`src/sv/vtp_pkg.sv`:
```
// ---------------------------------------------------------------------------
// vtp_pkg: shared constants and types of the vertex transform block
// widths, fixed-point formats, register indexes and the divider stage record
// ---------------------------------------------------------------------------
package vtp_pkg;

   // fixed-point formats
   localparam int COEF_FRAC_BITS = 12;
   localparam int DATA_FRAC_BITS = 16;
   localparam int DATA_W         = 32;
   localparam int COEF_W         = 16;
   localparam int NUM_COMP       = 4;
   localparam int ROW_W          = NUM_COMP * COEF_W;
   localparam int PROD_W         = DATA_W + COEF_W;
   localparam int SUM_W          = PROD_W + 2;
   localparam int NUM_W          = DATA_W + DATA_FRAC_BITS;
   localparam int REM_W          = DATA_W + 1;
   localparam int CSR_IDX_W      = 3;

   // register indexes
   localparam logic [CSR_IDX_W-1:0] CSR_ROW_0 = 3'd0;
   localparam logic [CSR_IDX_W-1:0] CSR_ROW_1 = 3'd1;
   localparam logic [CSR_IDX_W-1:0] CSR_ROW_2 = 3'd2;
   localparam logic [CSR_IDX_W-1:0] CSR_ROW_3 = 3'd3;
   localparam logic [CSR_IDX_W-1:0] CSR_MODE  = 3'd4;

   // identity matrix after reset
   localparam logic [COEF_W-1:0] COEF_ONE = COEF_W'(1 << COEF_FRAC_BITS);
   localparam logic [DATA_W-1:0] DATA_ONE = DATA_W'(1 << DATA_FRAC_BITS);

   // one divider stage: both lanes plus the values that ride alongside
   typedef struct packed {
      logic              mode;
      logic              wzero;
      logic              sat;
      logic              neg_x;
      logic              neg_y;
      logic [DATA_W-1:0] pass_x;
      logic [DATA_W-1:0] pass_y;
      logic [DATA_W-1:0] pass_z;
      logic [DATA_W-1:0] pass_w;
      logic [DATA_W-1:0] divisor;
      logic [NUM_W-1:0]  num_x;
      logic [NUM_W-1:0]  num_y;
      logic [DATA_W-1:0] rem_x;
      logic [DATA_W-1:0] rem_y;
   } div_type;

endpackage

```
`src/sv/vtp_div_stage.sv`:
```
// ---------------------------------------------------------------------------
// vtp_div_stage: one registered step of the perspective divider
// restoring division, one quotient bit per lane per stage
// ---------------------------------------------------------------------------
module vtp_div_stage (
   input  logic             clock,
   input  logic             reset,
   input  logic             advance,
   input  logic             valid_in,
   input  vtp_pkg::div_type stage_in,
   output logic             valid_out,
   output vtp_pkg::div_type stage_out
);

   logic [vtp_pkg::REM_W-1:0] trial_x, trial_y, diff_x, diff_y, dvs;
   logic                      ge_x, ge_y;
   vtp_pkg::div_type          stage_in_w;
   vtp_pkg::div_type          stage_ff;
   logic                      valid_ff;

   // trial subtract of the divisor from the shifted remainder
   always_comb begin
      dvs     = {1'b0, stage_in.divisor};
      trial_x = {stage_in.rem_x, stage_in.num_x[vtp_pkg::NUM_W-1]};
      trial_y = {stage_in.rem_y, stage_in.num_y[vtp_pkg::NUM_W-1]};
      ge_x    = trial_x >= dvs;
      ge_y    = trial_y >= dvs;
      diff_x  = trial_x - dvs;
      diff_y  = trial_y - dvs;
      stage_in_w       = stage_in;
      stage_in_w.rem_x = ge_x ? diff_x[vtp_pkg::DATA_W-1:0] : trial_x[vtp_pkg::DATA_W-1:0];
      stage_in_w.rem_y = ge_y ? diff_y[vtp_pkg::DATA_W-1:0] : trial_y[vtp_pkg::DATA_W-1:0];
      stage_in_w.num_x = {stage_in.num_x[vtp_pkg::NUM_W-2:0], ge_x};
      stage_in_w.num_y = {stage_in.num_y[vtp_pkg::NUM_W-2:0], ge_y};
   end

   // stage register
   always_ff @(posedge clock) begin
      if (reset) begin
         valid_ff <= 1'b0;
      end else if (advance) begin
         valid_ff <= valid_in;
      end
   end

   always_ff @(posedge clock) begin
      if (advance) begin
         stage_ff <= stage_in_w;
      end
   end

   assign valid_out = valid_ff;
   assign stage_out = stage_ff;

endmodule

```
`config.mk`:
```
export PLATFORM = sky130hd
export DESIGN_NAME = vtp_div_stage
export DESIGN_NICKNAME = d
export VERILOG_FILES = /design/src/sv/vtp_pkg.sv /design/src/sv/vtp_div_stage.sv
export SDC_FILE = /design/constraint.sdc
export NUM_CORES = 1
export LEC_CHECK = 0
export BUFFER_PORTS_ARGS = -buffer_cell sky130_fd_sc_hd__buf_2
export CORE_AREA = 2 2 256 258
export DETAILED_ROUTE_END_ITERATION = 10
export DIE_AREA = 0 0 258 260
export PLACE_DENSITY = 0.49
export SYNTH_ARGS = -nofsm -noshare
export SYNTH_HDL_FRONTEND = slang
export SYNTH_SLANG_ARGS = --single-unit
export TNS_END_PERCENT = 30
```
`constraint.sdc`:
```
create_clock -name clock -period 2.9 [get_ports clock]
set_clock_uncertainty 0.2 [all_clocks]
set_input_delay 0.58 -clock clock [delete_from_list [all_inputs] [get_ports clock]]
set_output_delay 0.58 -clock clock [all_outputs]
set_load 0.01 [all_outputs]
```
==> impl_metrics.tcl <==
set metrics [dict create \
    synth.cell_area_um2 13970 \
    syn_avg_cell_area_um2 14.11 \
    period_share_pct 99.95 \
    core_um2 64120 \
    finalWirelength_um 72720 \
    p_leak_uw 0.01051 \
    slew_headroom_pct 64.96 \
    track_usage_pct 20.64 \
    hold_viol_final 0 \
    grt_max_degree 61 \
    path_max_fanout 4 \
    grt_first_pass_wirelength_um 98760 \
    syn_nets 1385 \
    path_cells "buf_2, inv_6, ha_4, and3_4, nand4_1, or3_4, o41a_1, and3_1, a21oi_2, nand2_4, inv_4, mux2_2" \
    clk_latency_ns 0.55 \
    antenna_found_initial 20 \
    utilization_pct 37.56 \
    netlist.area_leader.share_pct 69.87 \
    synthFlopType "edfxtp_1" \
    critical_path_arrival_ns 2.99 \
    yosysTopAreaCell "edfxtp_1" \
    fmax_ghz 0.3450 \
    synth_edf_count 325 \
    cts_root_buffer "clkbuf_16" \
    place.port_buffers 654 \
    overflow 0 \
    seq_area_um2 9779 \
    holdWs_ns 0.02880 \
    cp-end-kind "register" \
    cts_tree "yes" \
    syn_inst 990 \
    worstPathRequired_ns 2.99 \
    wire_per_inst_um 24.13 \
    crit_buf_inv 3 \
    max-cap-violations 0 \
    fp.dieArea_um2 67080 \
    async_reset_ff_share_pct 0 \
    cts_buffer_depth 3 \
    cts_buffers 40 \
    drv_slew 0 \
    multi_input_area_um2 4242 \
    crit_type "primary input to register" \
    dieWidth_um 258 \
    fill_cells 6323 \
    avgViaCountPerCell 4.301 \
    slowest_delay_ns 0.40 \
    critPathLaunchType "primary input" \
    ioPinCount 655 \
    ir_worst_vdd_mv 0.3733 \
    drive_gt1_share_pct 47.61 \
    die_y_um 260 \
    worstMarginPinSlew_ns 0.5201 \
    ant_nets 0 \
    place.detailed.hpwl_um 58110 \
    synth-seq-cells 326 \
    final_nets 2516 \
    power.density_nw_per_um2 576.3 \
    crit_slowest_cell "or3_4" \
    outcome "finished, final reports clean" \
    synth_warnings 0 \
    rsz0062_at_grt "true" \
    num_vias 12960 \
    dr.pass1.iters 5 \
    fin_cells 3014 \
    cts_htree_levels 2 \
    drtIter0Drc 944 \
    min_period_ns 2.899 \
    fp-row-count 93 \
    syn2layout_area_growth_pct 72.43 \
    grt_pass1_vias 13450 \
    cts.sinks 326 \
    yosysSeqAreaShare_pct 70.02 \
    ys_top_cells_by_area "edfxtp_1 70%, ha_1 5.7%, nand2_1 2.6%" \
    place_inst 2698 \
    hp-class "primary input to register" \
    clk_pin_slew_ns 0.06 \
    synthDistinctLibCells 55 \
    gp_congestion 0.9187 \
    crit_family "simple AND/OR/NAND/NOR gates" \
    drc 0 \
    setup_viol_count_final 0 \
    start_util_pct 21.78 \
]
repair_timing:
action | in CTS | in global routing
hold buffers | 231 | 0
setup endpoints to repair | 20 | 57
gates cloned | 0 | 3
buffers inserted | 2 | 1
endpoints found under the hold margin | 231 | 0
pin swaps | 8 | 9
resized for setup | 15 | 44
cell families after synthesis:
group	Yosys count	share of synthesized area, %
multiplexers	8	0.6270
flip-flops	326	70.02
AO/OA/AOI/OAI	238	10.34
AND/OR/NAND/NOR	212	7.023
adder cells (fa/ha/maj)	66	6.020
buffers and inverters	84	2.463
XOR/XNOR	56	3.512
stage by stage:
stage / setup TNS (ns) / cell area, um2 / setup slack [ns] / total power [uW]
global route: -0.1307 / 24070 / -0.05404 / 14480
floorplan: -2.031 / 14170 / -0.09545 / 7070
detailed placement: -37.96 / 20180 / -0.7976 / 8781
finish: 0 / 24080 / 0.001395 / 13880
global placement: -35.96 / 20180 / -0.7905 / 8793
CTS: -0.003149 / 23770 / -0.003149 / 14000
flip-flops by register name, summed over array words and instances (netlist names):
signal and cells:
stage_out 325, valid_out 1
placed cells by master, fill, tap and decap left out, types with 4 or more instances in the layout:
cell | Yosys | layout
a21oi_1 | 64 | 58
a31oi_1 | 9 | 7
o21bai_1 | 13 | 12
o21ai_0 | 70 | 63
nor3_1 | 7 | 4
and3_1 | 9 | 8
xor2_1 | 30 | 30
mux2_2 | 6 | 4
nand2_1 | 97 | 97
nor2_1 | 29 | 26
inv_2 | 1 | 7
clkbuf_16 | 0 | 43
nor2b_1 | 9 | 7
clkinv_2 | 0 | 8
edfxtp_1 | 325 | 325
ha_1 | 64 | 47
diode_2 | 0 | 8
inv_1 | 55 | 45
a21o_1 | 25 | 25
ha_4 | 0 | 16
buf_12 | 0 | 9
o21ai_1 | 17 | 23
clkbuf_1 | 20 | 5
and2_1 | 6 | 6
o211ai_1 | 6 | 6
nand3_1 | 25 | 22
nand2b_1 | 6 | 6
dlygate4sd3_1 | 0 | 231
inv_6 | 0 | 4
clkinv_1 | 0 | 9
a31o_2 | 4 | 4
nand4_1 | 15 | 15
xnor2_1 | 26 | 26
buf_4 | 0 | 220
buf_2 | 5 | 652
a21oi_2 | 1 | 7
final timing paths:
check	start	end	slack, ns	cells after the start
hold / removal	stage_in[319]	stage_out[319]$_DFFE_PP_	0.03	1
hold reg to reg	valid_out$_SDFFE_PP0P_	valid_out$_SDFFE_PP0P_	0.30	2
setup reg to reg	valid_out$_SDFFE_PP0P_	valid_out$_SDFFE_PP0P_	2.13	2
setup / recovery	stage_in[178]	stage_out[21]$_DFFE_PP_	0.001	12
Yosys cell counts, types with 3 or more instances:
| cell | count |
|---|---|
| edfxtp_1 | 325 |
| nand2_1 | 97 |
| o21ai_0 | 70 |
| a21oi_1 | 64 |
| ha_1 | 64 |
| inv_1 | 55 |
| xor2_1 | 30 |
| nor2_1 | 29 |
| xnor2_1 | 26 |
| a21o_1 | 25 |
| nand3_1 | 25 |
| clkbuf_1 | 20 |
| o21ai_1 | 17 |
| nand4_1 | 15 |
| o21bai_1 | 13 |
| a31oi_1 | 9 |
| and3_1 | 9 |
| nor2b_1 | 9 |
| nor3_1 | 7 |
| and2_1 | 6 |
| mux2_2 | 6 |
| nand2b_1 | 6 |
| o211ai_1 | 6 |
| a211oi_1 | 5 |
| buf_2 | 5 |
| a31o_2 | 4 |
| buf_6 | 3 |
power breakdown:
part           internal (uW)  switching (uW)
combinational           1460            1710
sequential              5730             144
clock                   2720            2110
total                   9910            3970
cell type report:
| cell class | count | share of cell area, % |
|---|---|---|
| flip-flops and latches | 326 | 40.61 |
| repair buffers | 1117 | 31.18 |
| multi-input cells | 580 | 17.61 |
| well taps | 855 | 4.442 |
| clock buffers | 45 | 4.234 |
| inverters | 56 | 0.9767 |
| clock inverters | 27 | 0.8676 |
| diodes | 8 | 0.08313 |
metal layers:
layer / vias up / GRT usage [%] / part of all wire [%]
li1: 6001 / - / -
met1: 6301 / 23.35 / 38
met2: 531 / 36.74 / 50
met3: 119 / 4.805 / 6.8
met4: 10 / 9.714 / 5.1
met5: - / 0 / 0.088
No activity file was read; power rests on OpenSTA's default activity.
